**src/rtl/prfa_pkg.sv**
```systemverilog
// Package for the pixel rotate/flip address block: field widths, register
// indexes, mode codes and the queue entry type shared by front and back.
// No dependencies.
`timescale 1ns / 1ps

package prfa_pkg;

  localparam int unsigned PIX_W     = 32;
  localparam int unsigned IDX_W     = 24;
  localparam int unsigned SIZE_W    = 13;
  localparam int unsigned MODE_W    = 3;
  localparam int unsigned CFG_IDX_W = 2;
  // Room for any clamped size up to the largest supported maximum of 65536.
  localparam int unsigned EXT_W     = 17;

  localparam logic [MODE_W-1:0] MODE_RESET   = MODE_W'(0);
  localparam logic [SIZE_W-1:0] WIDTH_RESET  = SIZE_W'(640);
  localparam logic [SIZE_W-1:0] HEIGHT_RESET = SIZE_W'(480);

  typedef enum logic [CFG_IDX_W-1:0] {
    CFG_MODE   = 2'd0,
    CFG_WIDTH  = 2'd1,
    CFG_HEIGHT = 2'd2
  } cfg_idx_e;

  typedef enum logic [MODE_W-1:0] {
    MODE_NONE   = 3'd0,
    MODE_ROT90  = 3'd1,
    MODE_ROT180 = 3'd2,
    MODE_ROT270 = 3'd3,
    MODE_FLIPV  = 3'd4,
    MODE_FLIPH  = 3'd5,
    MODE_DIAG   = 3'd6
  } mode_e;

  // One classified pixel: the back end forms op_a * op_b + addend.
  typedef struct packed {
    logic [PIX_W-1:0] pixel;
    logic [EXT_W-1:0] op_a;
    logic [EXT_W-1:0] op_b;
    logic [IDX_W-1:0] addend;
    logic             frame_end;
    logic             mode_error;
  } entry_t;

endpackage

```
**src/rtl/prfa_front.sv**
```systemverilog
// Front end: configuration registers, source column/row counters and the
// per-mode choice of multiply-add operands. Depends on prfa_pkg.
`timescale 1ns / 1ps

module prfa_front #(
  parameter int unsigned MAX_WIDTH  = 4096,
  parameter int unsigned MAX_HEIGHT = 4096
) (
  input  logic                              clk_i,
  input  logic                              rst_ni,
  input  logic                              cfg_we_i,
  input  logic [prfa_pkg::CFG_IDX_W-1:0]    cfg_idx_i,
  input  logic [prfa_pkg::SIZE_W-1:0]       cfg_data_i,
  input  logic                              push_i,
  input  logic [prfa_pkg::PIX_W-1:0]        pixel_i,
  input  logic                              q_full_i,
  output logic                              q_wr_o,
  output prfa_pkg::entry_t                  q_entry_o
);
  import prfa_pkg::*;

  localparam int unsigned XW = $clog2(MAX_WIDTH);
  localparam int unsigned YW = $clog2(MAX_HEIGHT);
  localparam logic [EXT_W-1:0] MAX_W_L = EXT_W'(MAX_WIDTH);
  localparam logic [EXT_W-1:0] MAX_H_L = EXT_W'(MAX_HEIGHT);

  logic [MODE_W-1:0] mode_q;
  logic [SIZE_W-1:0] width_q, height_q;
  logic [XW-1:0]     col_q, col_d;
  logic [YW-1:0]     row_q, row_d;

  logic [EXT_W-1:0]  w_ext, h_ext, wm1, hm1, col_ext, row_ext, x_ext, y_ext;
  logic [EXT_W-1:0]  w_minus_x, h_minus_y;
  logic              row_end, frame_done, accept;

  always_ff @(posedge clk_i or negedge rst_ni) begin
    if (!rst_ni) begin
      mode_q   <= MODE_RESET;
      width_q  <= WIDTH_RESET;
      height_q <= HEIGHT_RESET;
    end else if (cfg_we_i) begin
      unique case (cfg_idx_i)
        CFG_MODE:   mode_q   <= cfg_data_i[MODE_W-1:0];
        CFG_WIDTH:  width_q  <= cfg_data_i;
        CFG_HEIGHT: height_q <= cfg_data_i;
        default: ;
      endcase
    end
  end

  // Sizes are clamped to one at the bottom and to the maximum at the top.
  always_comb begin
    if (width_q == '0) begin
      w_ext = EXT_W'(1);
    end else if (EXT_W'(width_q) > MAX_W_L) begin
      w_ext = MAX_W_L;
    end else begin
      w_ext = EXT_W'(width_q);
    end
    if (height_q == '0) begin
      h_ext = EXT_W'(1);
    end else if (EXT_W'(height_q) > MAX_H_L) begin
      h_ext = MAX_H_L;
    end else begin
      h_ext = EXT_W'(height_q);
    end
  end

  assign wm1     = w_ext - EXT_W'(1);
  assign hm1     = h_ext - EXT_W'(1);
  assign col_ext = EXT_W'(col_q);
  assign row_ext = EXT_W'(row_q);

  // A counter left beyond a size that shrank mid-frame is taken as the last position.
  assign x_ext = (col_ext < wm1) ? col_ext : wm1;
  assign y_ext = (row_ext < hm1) ? row_ext : hm1;

  assign row_end    = (x_ext == wm1);
  assign frame_done = row_end && (y_ext == hm1);
  assign w_minus_x  = wm1 - x_ext;
  assign h_minus_y  = hm1 - y_ext;

  assign accept = push_i && !q_full_i;
  assign q_wr_o = accept;

  always_comb begin
    if (row_end) begin
      col_d = '0;
      row_d = frame_done ? '0 : YW'(y_ext + EXT_W'(1));
    end else begin
      col_d = XW'(x_ext + EXT_W'(1));
      row_d = YW'(y_ext);
    end
  end

  always_ff @(posedge clk_i or negedge rst_ni) begin
    if (!rst_ni) begin
      col_q <= '0;
      row_q <= '0;
    end else if (accept) begin
      col_q <= col_d;
      row_q <= row_d;
    end
  end

  always_comb begin
    q_entry_o.pixel      = pixel_i;
    q_entry_o.frame_end  = frame_done;
    q_entry_o.mode_error = 1'b0;
    q_entry_o.op_a       = '0;
    q_entry_o.op_b       = '0;
    q_entry_o.addend     = '0;
    unique case (mode_q)
      MODE_NONE: begin
        q_entry_o.op_a   = y_ext;
        q_entry_o.op_b   = w_ext;
        q_entry_o.addend = IDX_W'(x_ext);
      end
      MODE_ROT90: begin
        q_entry_o.op_a   = w_minus_x;
        q_entry_o.op_b   = h_ext;
        q_entry_o.addend = IDX_W'(y_ext);
      end
      MODE_ROT180: begin
        // W*H-1-(y*W+x) rewritten as (H-1-y)*W + (W-1-x).
        q_entry_o.op_a   = h_minus_y;
        q_entry_o.op_b   = w_ext;
        q_entry_o.addend = IDX_W'(w_minus_x);
      end
      MODE_ROT270: begin
        q_entry_o.op_a   = x_ext;
        q_entry_o.op_b   = h_ext;
        q_entry_o.addend = IDX_W'(h_minus_y);
      end
      MODE_FLIPV: begin
        q_entry_o.op_a   = h_minus_y;
        q_entry_o.op_b   = w_ext;
        q_entry_o.addend = IDX_W'(x_ext);
      end
      MODE_FLIPH: begin
        q_entry_o.op_a   = y_ext;
        q_entry_o.op_b   = w_ext;
        q_entry_o.addend = IDX_W'(w_minus_x);
      end
      MODE_DIAG: begin
        // (W-x)*H-1-y rewritten as (W-1-x)*H + (H-1-y).
        q_entry_o.op_a   = w_minus_x;
        q_entry_o.op_b   = h_ext;
        q_entry_o.addend = IDX_W'(h_minus_y);
      end
      default: begin
        q_entry_o.mode_error = 1'b1;
      end
    endcase
  end

endmodule

```
**src/rtl/prfa_queue.sv**
```systemverilog
// Two-entry queue of classified pixels between the front and back ends.
// Depends on prfa_pkg for the entry type.
`timescale 1ns / 1ps

module prfa_queue (
  input  logic             clk_i,
  input  logic             rst_ni,
  input  logic             wr_i,
  input  prfa_pkg::entry_t wr_entry_i,
  output logic             full_o,
  input  logic             rd_i,
  output prfa_pkg::entry_t rd_entry_o,
  output logic             empty_o
);
  import prfa_pkg::*;

  entry_t      entries_q [2];
  logic        wr_ptr_q, rd_ptr_q;
  logic [1:0]  count_q;
  logic        do_wr, do_rd;

  assign full_o     = (count_q == 2'd2);
  assign empty_o    = (count_q == 2'd0);
  assign do_wr      = wr_i && !full_o;
  assign do_rd      = rd_i && !empty_o;
  assign rd_entry_o = entries_q[rd_ptr_q];

  always_ff @(posedge clk_i) begin
    if (do_wr) begin
      entries_q[wr_ptr_q] <= wr_entry_i;
    end
  end

  always_ff @(posedge clk_i or negedge rst_ni) begin
    if (!rst_ni) begin
      wr_ptr_q <= 1'b0;
      rd_ptr_q <= 1'b0;
      count_q  <= 2'd0;
    end else begin
      if (do_wr) begin
        wr_ptr_q <= !wr_ptr_q;
      end
      if (do_rd) begin
        rd_ptr_q <= !rd_ptr_q;
      end
      if (do_wr && !do_rd) begin
        count_q <= count_q + 2'd1;
      end else if (do_rd && !do_wr) begin
        count_q <= count_q - 2'd1;
      end
    end
  end

endmodule

```
**src/rtl/prfa_back.sv**
```systemverilog
// Back end: registered multiply, then add into the result register.
// Depends on prfa_pkg for widths and the entry type.
`timescale 1ns / 1ps

module prfa_back (
  input  logic                         clk_i,
  input  logic                         rst_ni,
  input  logic                         q_empty_i,
  input  prfa_pkg::entry_t             q_entry_i,
  output logic                         q_rd_o,
  input  logic                         pop_i,
  output logic                         empty_o,
  output logic [prfa_pkg::PIX_W-1:0]   pixel_out_o,
  output logic [prfa_pkg::IDX_W-1:0]   dest_index_o,
  output logic                         frame_end_o,
  output logic                         mode_error_o
);
  import prfa_pkg::*;

  logic                 v1_q, v2_q;
  logic                 ready1, ready2, take1;
  logic [2*EXT_W-1:0]   product;
  logic [IDX_W-1:0]     prod_q, addend_q;
  logic [PIX_W-1:0]     pix1_q;
  logic                 fend1_q, err1_q;

  assign ready2  = !v2_q || pop_i;
  assign ready1  = !v1_q || ready2;
  assign take1   = !q_empty_i && ready1;
  assign q_rd_o  = take1;
  assign empty_o = !v2_q;
  assign product = q_entry_i.op_a * q_entry_i.op_b;

  always_ff @(posedge clk_i or negedge rst_ni) begin
    if (!rst_ni) begin
      v1_q <= 1'b0;
      v2_q <= 1'b0;
    end else begin
      if (ready1) begin
        v1_q <= take1;
      end
      if (ready2) begin
        v2_q <= v1_q;
      end
    end
  end

  always_ff @(posedge clk_i) begin
    if (take1) begin
      prod_q   <= IDX_W'(product);
      addend_q <= q_entry_i.addend;
      pix1_q   <= q_entry_i.pixel;
      fend1_q  <= q_entry_i.frame_end;
      err1_q   <= q_entry_i.mode_error;
    end
    // The index wraps to 24 bits, as the destination field does.
    if (ready2 && v1_q) begin
      dest_index_o <= prod_q + addend_q;
      pixel_out_o  <= pix1_q;
      frame_end_o  <= fend1_q;
      mode_error_o <= err1_q;
    end
  end

endmodule

```
**src/rtl/pixel_rotate_flip_address.sv**
```systemverilog
// Pixel rotate/flip destination addressing. A pushed pixel is visible once
// it has passed the queue, the product register and the result register.
// Throughput: one pixel per cycle while neither side stalls, set by the
// single multiply-add back end. A two-entry queue between the counter front
// end and the back end lets either side stall. Reset is asynchronous, active
// low: counters clear, mode to none, size to 640 by 480, all stages empty.
`timescale 1ns / 1ps

module pixel_rotate_flip_address #(
  parameter int unsigned MAX_WIDTH  = 4096,
  parameter int unsigned MAX_HEIGHT = 4096
) (
  input  logic                            clk_i,
  input  logic                            rst_ni,
  input  logic                            cfg_we_i,
  input  logic [prfa_pkg::CFG_IDX_W-1:0]  cfg_idx_i,
  input  logic [prfa_pkg::SIZE_W-1:0]     cfg_data_i,
  input  logic                            push,
  output logic                            full,
  input  logic [prfa_pkg::PIX_W-1:0]      pixel_i,
  input  logic                            pop,
  output logic                            empty,
  output logic [prfa_pkg::PIX_W-1:0]      pixel_out_o,
  output logic [prfa_pkg::IDX_W-1:0]      dest_index_o,
  output logic                            frame_end_o,
  output logic                            mode_error_o
);
  import prfa_pkg::*;

  logic   q_wr, q_full, q_rd, q_empty;
  entry_t wr_entry, rd_entry;

  assign full = q_full;

  prfa_front #(
    .MAX_WIDTH  (MAX_WIDTH),
    .MAX_HEIGHT (MAX_HEIGHT)
  ) u_front (
    .clk_i      (clk_i),
    .rst_ni     (rst_ni),
    .cfg_we_i   (cfg_we_i),
    .cfg_idx_i  (cfg_idx_i),
    .cfg_data_i (cfg_data_i),
    .push_i     (push),
    .pixel_i    (pixel_i),
    .q_full_i   (q_full),
    .q_wr_o     (q_wr),
    .q_entry_o  (wr_entry)
  );

  prfa_queue u_queue (
    .clk_i      (clk_i),
    .rst_ni     (rst_ni),
    .wr_i       (q_wr),
    .wr_entry_i (wr_entry),
    .full_o     (q_full),
    .rd_i       (q_rd),
    .rd_entry_o (rd_entry),
    .empty_o    (q_empty)
  );

  prfa_back u_back (
    .clk_i        (clk_i),
    .rst_ni       (rst_ni),
    .q_empty_i    (q_empty),
    .q_entry_i    (rd_entry),
    .q_rd_o       (q_rd),
    .pop_i        (pop),
    .empty_o      (empty),
    .pixel_out_o  (pixel_out_o),
    .dest_index_o (dest_index_o),
    .frame_end_o  (frame_end_o),
    .mode_error_o (mode_error_o)
  );

endmodule

```
**config.mk**
```make
export PLATFORM = sky130hd
export DESIGN_NAME = pixel_rotate_flip_address
export DESIGN_NICKNAME = d
export VERILOG_FILES = /design/src/rtl/prfa_pkg.sv /design/src/rtl/prfa_front.sv /design/src/rtl/prfa_queue.sv /design/src/rtl/prfa_back.sv /design/src/rtl/pixel_rotate_flip_address.sv
export SDC_FILE = /design/constraint.sdc
export NUM_CORES = 1
export LEC_CHECK = 0
export ABC_CLOCK_PERIOD_IN_PS = 10300
export BUFFER_PORTS_ARGS = -buffer_cell sky130_fd_sc_hd__clkbuf_2
export CELL_PAD_IN_SITES_DETAIL_PLACEMENT = 1
export CELL_PAD_IN_SITES_GLOBAL_PLACEMENT = 1
export CORE_UTILIZATION = 29
export CTS_BUF_LIST = sky130_fd_sc_hd__clkbuf_4
export DETAILED_ROUTE_END_ITERATION = 16
export GPL_ROUTABILITY_DRIVEN = 0
export PLACE_DENSITY_LB_ADDON = 0.1
export SETUP_SLACK_MARGIN = 0.4
export SYNTH_ARGS = -nofsm -noshare
export SYNTH_HDL_FRONTEND = slang
export SYNTH_SLANG_ARGS = --single-unit
```
**constraint.sdc**
```tcl
create_clock -name clk_i -period 10.3 [get_ports clk_i]
set_clock_uncertainty 0.2 [all_clocks]
set_input_delay 1.03 -clock clk_i [delete_from_list [all_inputs] [get_ports clk_i]]
set_output_delay 1.03 -clock clk_i [all_outputs]
set_load 0.02 [all_outputs]
```
Word level (Yosys, flattened, before mapping)
Memories as Yosys holds them, arrays and structs flattened.
Cells that the tools add are included.
{"block": "word_totals", "input_bits": 52, "ramBits": 184, "memories": 1, "reg_bits": 199}
{"block": "op_classes", "magnitude_cmp": 4, "n_addsub": 9, "n_mul": 1, "n_mux": 15, "n_eq_ne": 11, "n_reduce_logical": 28}
{"memory": "u_queue.entries_q", "depth": 2, "word_bits": 92, "read_ports": 1, "rd_ports_with_merged_regs": 0, "write_ports": 1, "line_no": "prfa_queue.sv:17", "text": "entry_t entries_q [2];"}
{"cell": "$pmux W58 S7", "n": 1}
{"cell": "$mux W17", "n": 4}
{"cell": "$mux W12", "n": 3}
{"cell": "$eq A17 B17 Y1", "n": 2}
{"cell": "$lt A12 B17 Y1", "n": 2}
{"cell": "$sub A17 B1 Y17 const B", "n": 2}
{"cell": "$sub A17 B17 Y17", "n": 2}
{"cell": "$gt A13 B13 Y1 const B", "n": 2}
{"cell": "$logic_not A13 Y1", "n": 2}
{"cell": "$mux W13", "n": 2}
{"cell": "$add A12 B1 Y12 const B", "n": 2}
{"cell": "$add A24 B24 Y24", "n": 1}
{"cell": "$mul A17 B17 Y24", "n": 1}
{"cell": "$eq A3 B3 Y1 const B", "n": 3}
{"cell": "$logic_and A1 B1 Y1", "n": 8}
{"cell": "$logic_not A1 Y1", "n": 8}
{"cell": "$reduce_or A7 Y1", "n": 1}
{"cell": "$eq A3 B2 Y1 const B", "n": 2}
{"cell": "$reduce_and A2 Y1", "n": 3}
{"cell": "$eq A2 B2 Y1 const B", "n": 2}
{"cell": "$logic_not A2 Y1", "n": 2}
{"cell": "$mux W2", "n": 2}
{"cell": "$eq A3 B1 Y1 const B", "n": 1}
{"cell": "$logic_not A3 Y1", "n": 1}
{"cell": "other kinds (6)", "n": 9}

Depth between registers and ports, before layout
{"block": "logic_depth", "word_depth": 10, "ltp_mapped": 39, "ltp_nobuf": 35}

Modules after synthesis
A second synthesis with hierarchy kept.
{"block": "hier_totals", "hier_cells": 2470, "area_unflattened_um2": 27450.1}
{"mod": "prfa_back", "cells_per_inst": 1191, "n_inst": 1, "area_per_inst_um2": 12869.8}
{"mod": "prfa_front", "cells_per_inst": 974, "n_inst": 1, "area_per_inst_um2": 7463.4}
{"mod": "prfa_queue", "cells_per_inst": 305, "n_inst": 1, "area_per_inst_um2": 7116.8}

Least setup slack after synthesis
No wires, ideal clock.
{"block": "synth_timing", "path_kind": "register to register", "start": "reg u_queue.rd_ptr_q", "end": "reg u_back.prod_q[22] (data pin)", "path_slack_ns": 2.472, "setup_ns": 0.266, "path_buffers": 5, "stages_incl_launch_ff": 29, "arrival_time_ns": 7.362, "path_cell_list": "dfrtp_1 > clkbuf_1 > buf_1 > clkbuf_1 > buf_1 > clkbuf_1 > mux2i_1 > nor2_1 > fa_1 > inv_1 > fa_1 > inv_1 > ha_1 > fa_1 > inv_1 > fa_1 > fa_1 > inv_1 > ha_1 > o21ai_0 > a21boi_0 > o21ai_0 > a21boi_0 > o31a_1 > o211ai_1 > nand2_1 > a41o_1 > o41ai_1 > xnor2_1"}
{"block": "synth_via", "elab_chain_cells": 2}
{"element": "start: declaration", "line_no": "prfa_queue.sv:18", "text": "logic wr_ptr_q, rd_ptr_q;"}
{"element": "start signal: assignment", "line_no": "prfa_queue.sv:44", "text": "rd_ptr_q <= !rd_ptr_q;"}
{"element": "$mem_v2 Z2 W92"}
{"element": "$mul A17 B17 Y24", "line_no": "prfa_back.sv:32", "text": "assign product = q_entry_i.op_a * q_entry_i.op_b;"}
{"element": "via u_back.product[22]", "line_no": "prfa_back.sv:22", "text": "logic [2*EXT_W-1:0] product;"}
{"element": "end signal: assignment", "line_no": "prfa_back.sv:50", "text": "prod_q <= IDX_W'(product);"}
{"element": "end: declaration", "line_no": "prfa_back.sv:23", "text": "logic [IDX_W-1:0] prod_q, addend_q;"}
The timed path passes the listed nets, and every way through them passes these cells.
A chain may end at the register's enable or synchronous reset.

==> results.md <==
- CTS Buf Count: 100
- Slew Viols, Final: 0
- Largest stage delay, worst path: just over 700 ps
- Number of remaining DRC errors: 0
- Clock transition at path regs: 60 ps
- Drt pass-1 iters: 5
- HP Class: in -> async
- Post-synth cell types: 91
- Synth Area in Compound Gates: 10.9%
- CTS root buf: clkbuf_4
- Max cap viols: 0
- Largest family of logic cells by synthesized area: adder cells
- Later-pin clock latency in the skew report: 850 ps
- Seq/Total Area, Yosys: a little over two fifths
- Final period utilization: between 80% and 90%
- Vias: ~18,000
- Synth top area share: around 36%
- Post-layout util: 33.0%
- Asr flop ratio synth: between 10% and 20%
- Final wirelength: ~73,000 um
- Setup CP Type: reg -> reg
- Wire length per cell: 20.4 um
- Number of port buffers: around 110
- Worst Path Required: around 11,000 ps
- Share of cells above drive strength 1: 18.1%
- Synth area leaders: edfxtp_1, fa_1, ha_1
- Die area: about 85,000 um^2
- IO Count: between 100 and 150
- Nets@finish: 2,782
- GRT Util Overall: 17.4%
- Std cell rows: ~110
- Setup bufs post-CTS: 0
- Dpl hpwl: between 50,000 and 60,000 um
- Post-synthesis mux area share: between 6 and 7%
- Initial antenna violation count: 4
- Min Tclk post-route: 9200 ps
- Initial Util: a little under 30%
- Worst setup EP type: flip-flop
- Slowest CP cell: a2111oi_0
- Post-Layout Inst Area: 27,500 um^2
- Largest net degree at the start of global routing: 70
- Post-synth top area cell: edfxtp_1
- Post-Syn Area: 24,400 um^2
- Hold-fix buffers at CTS: 0
- Measured slew at the worst slew-check pin: ~1200 ps
- Vias in the first global route: about 19,000
- Final ANT Viol Nets: 0
- Area share of xor/xnor cells in the synthesized design: roughly 3.5%
- Fin. Hold Viols: 0
- WP data arrival: approximately 9600 ps
- Synthesis-to-finish area growth: 12.7%
- Die width: 292 um
- DRT iter0 DRCs: 612
- Syn Area/Cell: about 11 um^2
- R2r setup slk: approximately 1100 ps
- Htree depth: 3
- Most numerous cell in the Yosys netlist: edfxtp_1
- Cts repair resizes: 0
- Post-synthesis adder-cell area fraction: slightly below 20%
- Core Area: 83,600 um^2
- Setup_tns: 0 ps
- Synth cell count leaders: edfxtp_1, inv_1, nand2_1
- Status: finished, final reports clean
- Clock Path Buffers: 3
- Syn Nets: ~2,600
- Post-synth top flop: edfxtp_1
- Area of placed instances: around 26,000 um^2
- RSZ-0062 raised after global routing: no
- Overflow after GRT: 0
- Mapped Cells: approximately 2,300
- Vias per cell: around 4.9
- First-pass GRT wire length: between 100,000 and 150,000 um
- Post-Synth Simple-Gate Area: between 10% and 20%
- CTS tree: yes
- Worst setup SP type: flip-flop
- Clock sink total: ~350
- Max frequency: roughly 0.11 GHz
- Hold WS: ~150 ps
- Final Setup Violations: 0
- Synth warn: 0
- Yosys reg bits: around 350
- Critical Path Fanout Max: 10
- EDFF count, synth: about 300
- Relative slew slack: around 22%
- Die height: 292 um
cell type report:
type                            instances  area [um^2]
Clock inverter                         26          149
Timing Repair Buffer                  139          766
Antenna cell                            2         5.00
Tap cell                             1080         1350
Multi-Input combinational cell       1550        12700
Clock buffer                          148         1110
Inverter                              296         1110
Fill cell                            9396        56000
Sequential cell                       354        10300
logic make-up after synthesis:
kind of cell / after synthesis
and+or+nand+nor: 635
AOI/OAI and AO/OA: 392
buffers and inverters: 372
DFF: 354
adders and majority gates: 289
muxes: 138
xor gates and xnor gates: 96
routing by layer:
| layer | wire length (um) | vias to the layer above | global-route usage [%] |
|---|---|---|---|
| met5 | 13 | - | 0 |
| met4 | 2050 | 2 | 6.17 |
| met3 | 2040 | 118 | 2.59 |
| met2 | 35600 | 269 | 29.7 |
| met1 | 33700 | 8929 | 22.3 |
| li1 | - | 8297 | - |
worst max-delay path: cells and delay by family, from the launching register on:
kind            cells  cell delay, ps
compound gates     16            4470
fa+ha+maj           3            1210
buf+inv             2             380
flops               1             450
simple gates       11            2200
path summary, 6_finish.rpt:
path	start	end	cells after the start
max reg2reg	u_front.width_q[5]$_DFFE_PN0P_	u_queue.entries_q[0][59]$_DFFE_PP_	32
min in group clk_i	pixel_i[10]	u_queue.entries_q[0][70]$_DFFE_PP_	1
max	u_front.width_q[5]$_DFFE_PN0P_	u_queue.entries_q[0][59]$_DFFE_PP_	32
min	rst_ni	u_front.height_q[9]$_DFFE_PN0P_	2
min reg2reg	u_back.err1_q$_DFFE_PP_	u_back.mode_error_o$_DFFE_PP_	0
max in group asynchronous	rst_ni	u_queue.rd_ptr_q$_DFFE_PN0P_	2
state kept, by name, summed over array words and instances, names as in the netlist, 2 cells and up:
name	count
u_queue.entries_q	162
u_back.pix1_q	32
u_back.pixel_out_o	32
u_back.dest_index_o	24
u_back.prod_q	24
u_back.addend_q	17
u_front.height_q	13
u_front.width_q	13
u_front.col_q	12
u_front.row_q	12
u_front.mode_q	3
u_queue.count_q	2
per-stage QoR:
| stage | setup WS (ps) | instances |
|---|---|---|
| 2_1_floorplan | 2470 | 2276 |
| 5_1_grt | 514 | 3594 |
| 3_3_place_gp | 1730 | 3419 |
| 4_1_cts | 1270 | 3593 |
| 3_5_place_dp | 1340 | 3419 |
| 6_report | 1100 | 3595 |
cells in the final DEF (no fill, tap or decap), types with 7 or more instances in the layout:
master | synthesis | final
mux2_2 | 107 | 107
o22ai_1 | 19 | 19
o21ai_1 | 11 | 11
clkinv_1 | 2 | 17
a21oi_1 | 72 | 72
nand2_1 | 253 | 253
ha_1 | 137 | 137
xor2_1 | 21 | 21
clkbuf_2 | 0 | 110
mux2i_1 | 30 | 29
o31ai_1 | 11 | 11
nor4_1 | 11 | 11
buf_4 | 2 | 28
nand4_1 | 8 | 8
edfxtp_1 | 295 | 295
a22o_1 | 25 | 25
xnor2_1 | 74 | 74
nor2b_1 | 16 | 16
a21boi_0 | 14 | 14
o211ai_1 | 16 | 16
and3_1 | 13 | 13
nand3_1 | 32 | 32
o221ai_1 | 14 | 14
a21o_1 | 14 | 14
nand2b_1 | 16 | 16
clkbuf_4 | 1 | 148
dfrtp_1 | 53 | 52
fa_1 | 152 | 152
o21ai_0 | 94 | 94
o21a_1 | 7 | 7
or2_2 | 8 | 8
nor2_1 | 202 | 200
a31oi_1 | 16 | 16
inv_1 | 291 | 290
and2_1 | 12 | 11
nor3_1 | 28 | 28
Power is not shown: default switching activity piles up to over one toggle a cycle in this logic, so the estimate is an artifact.
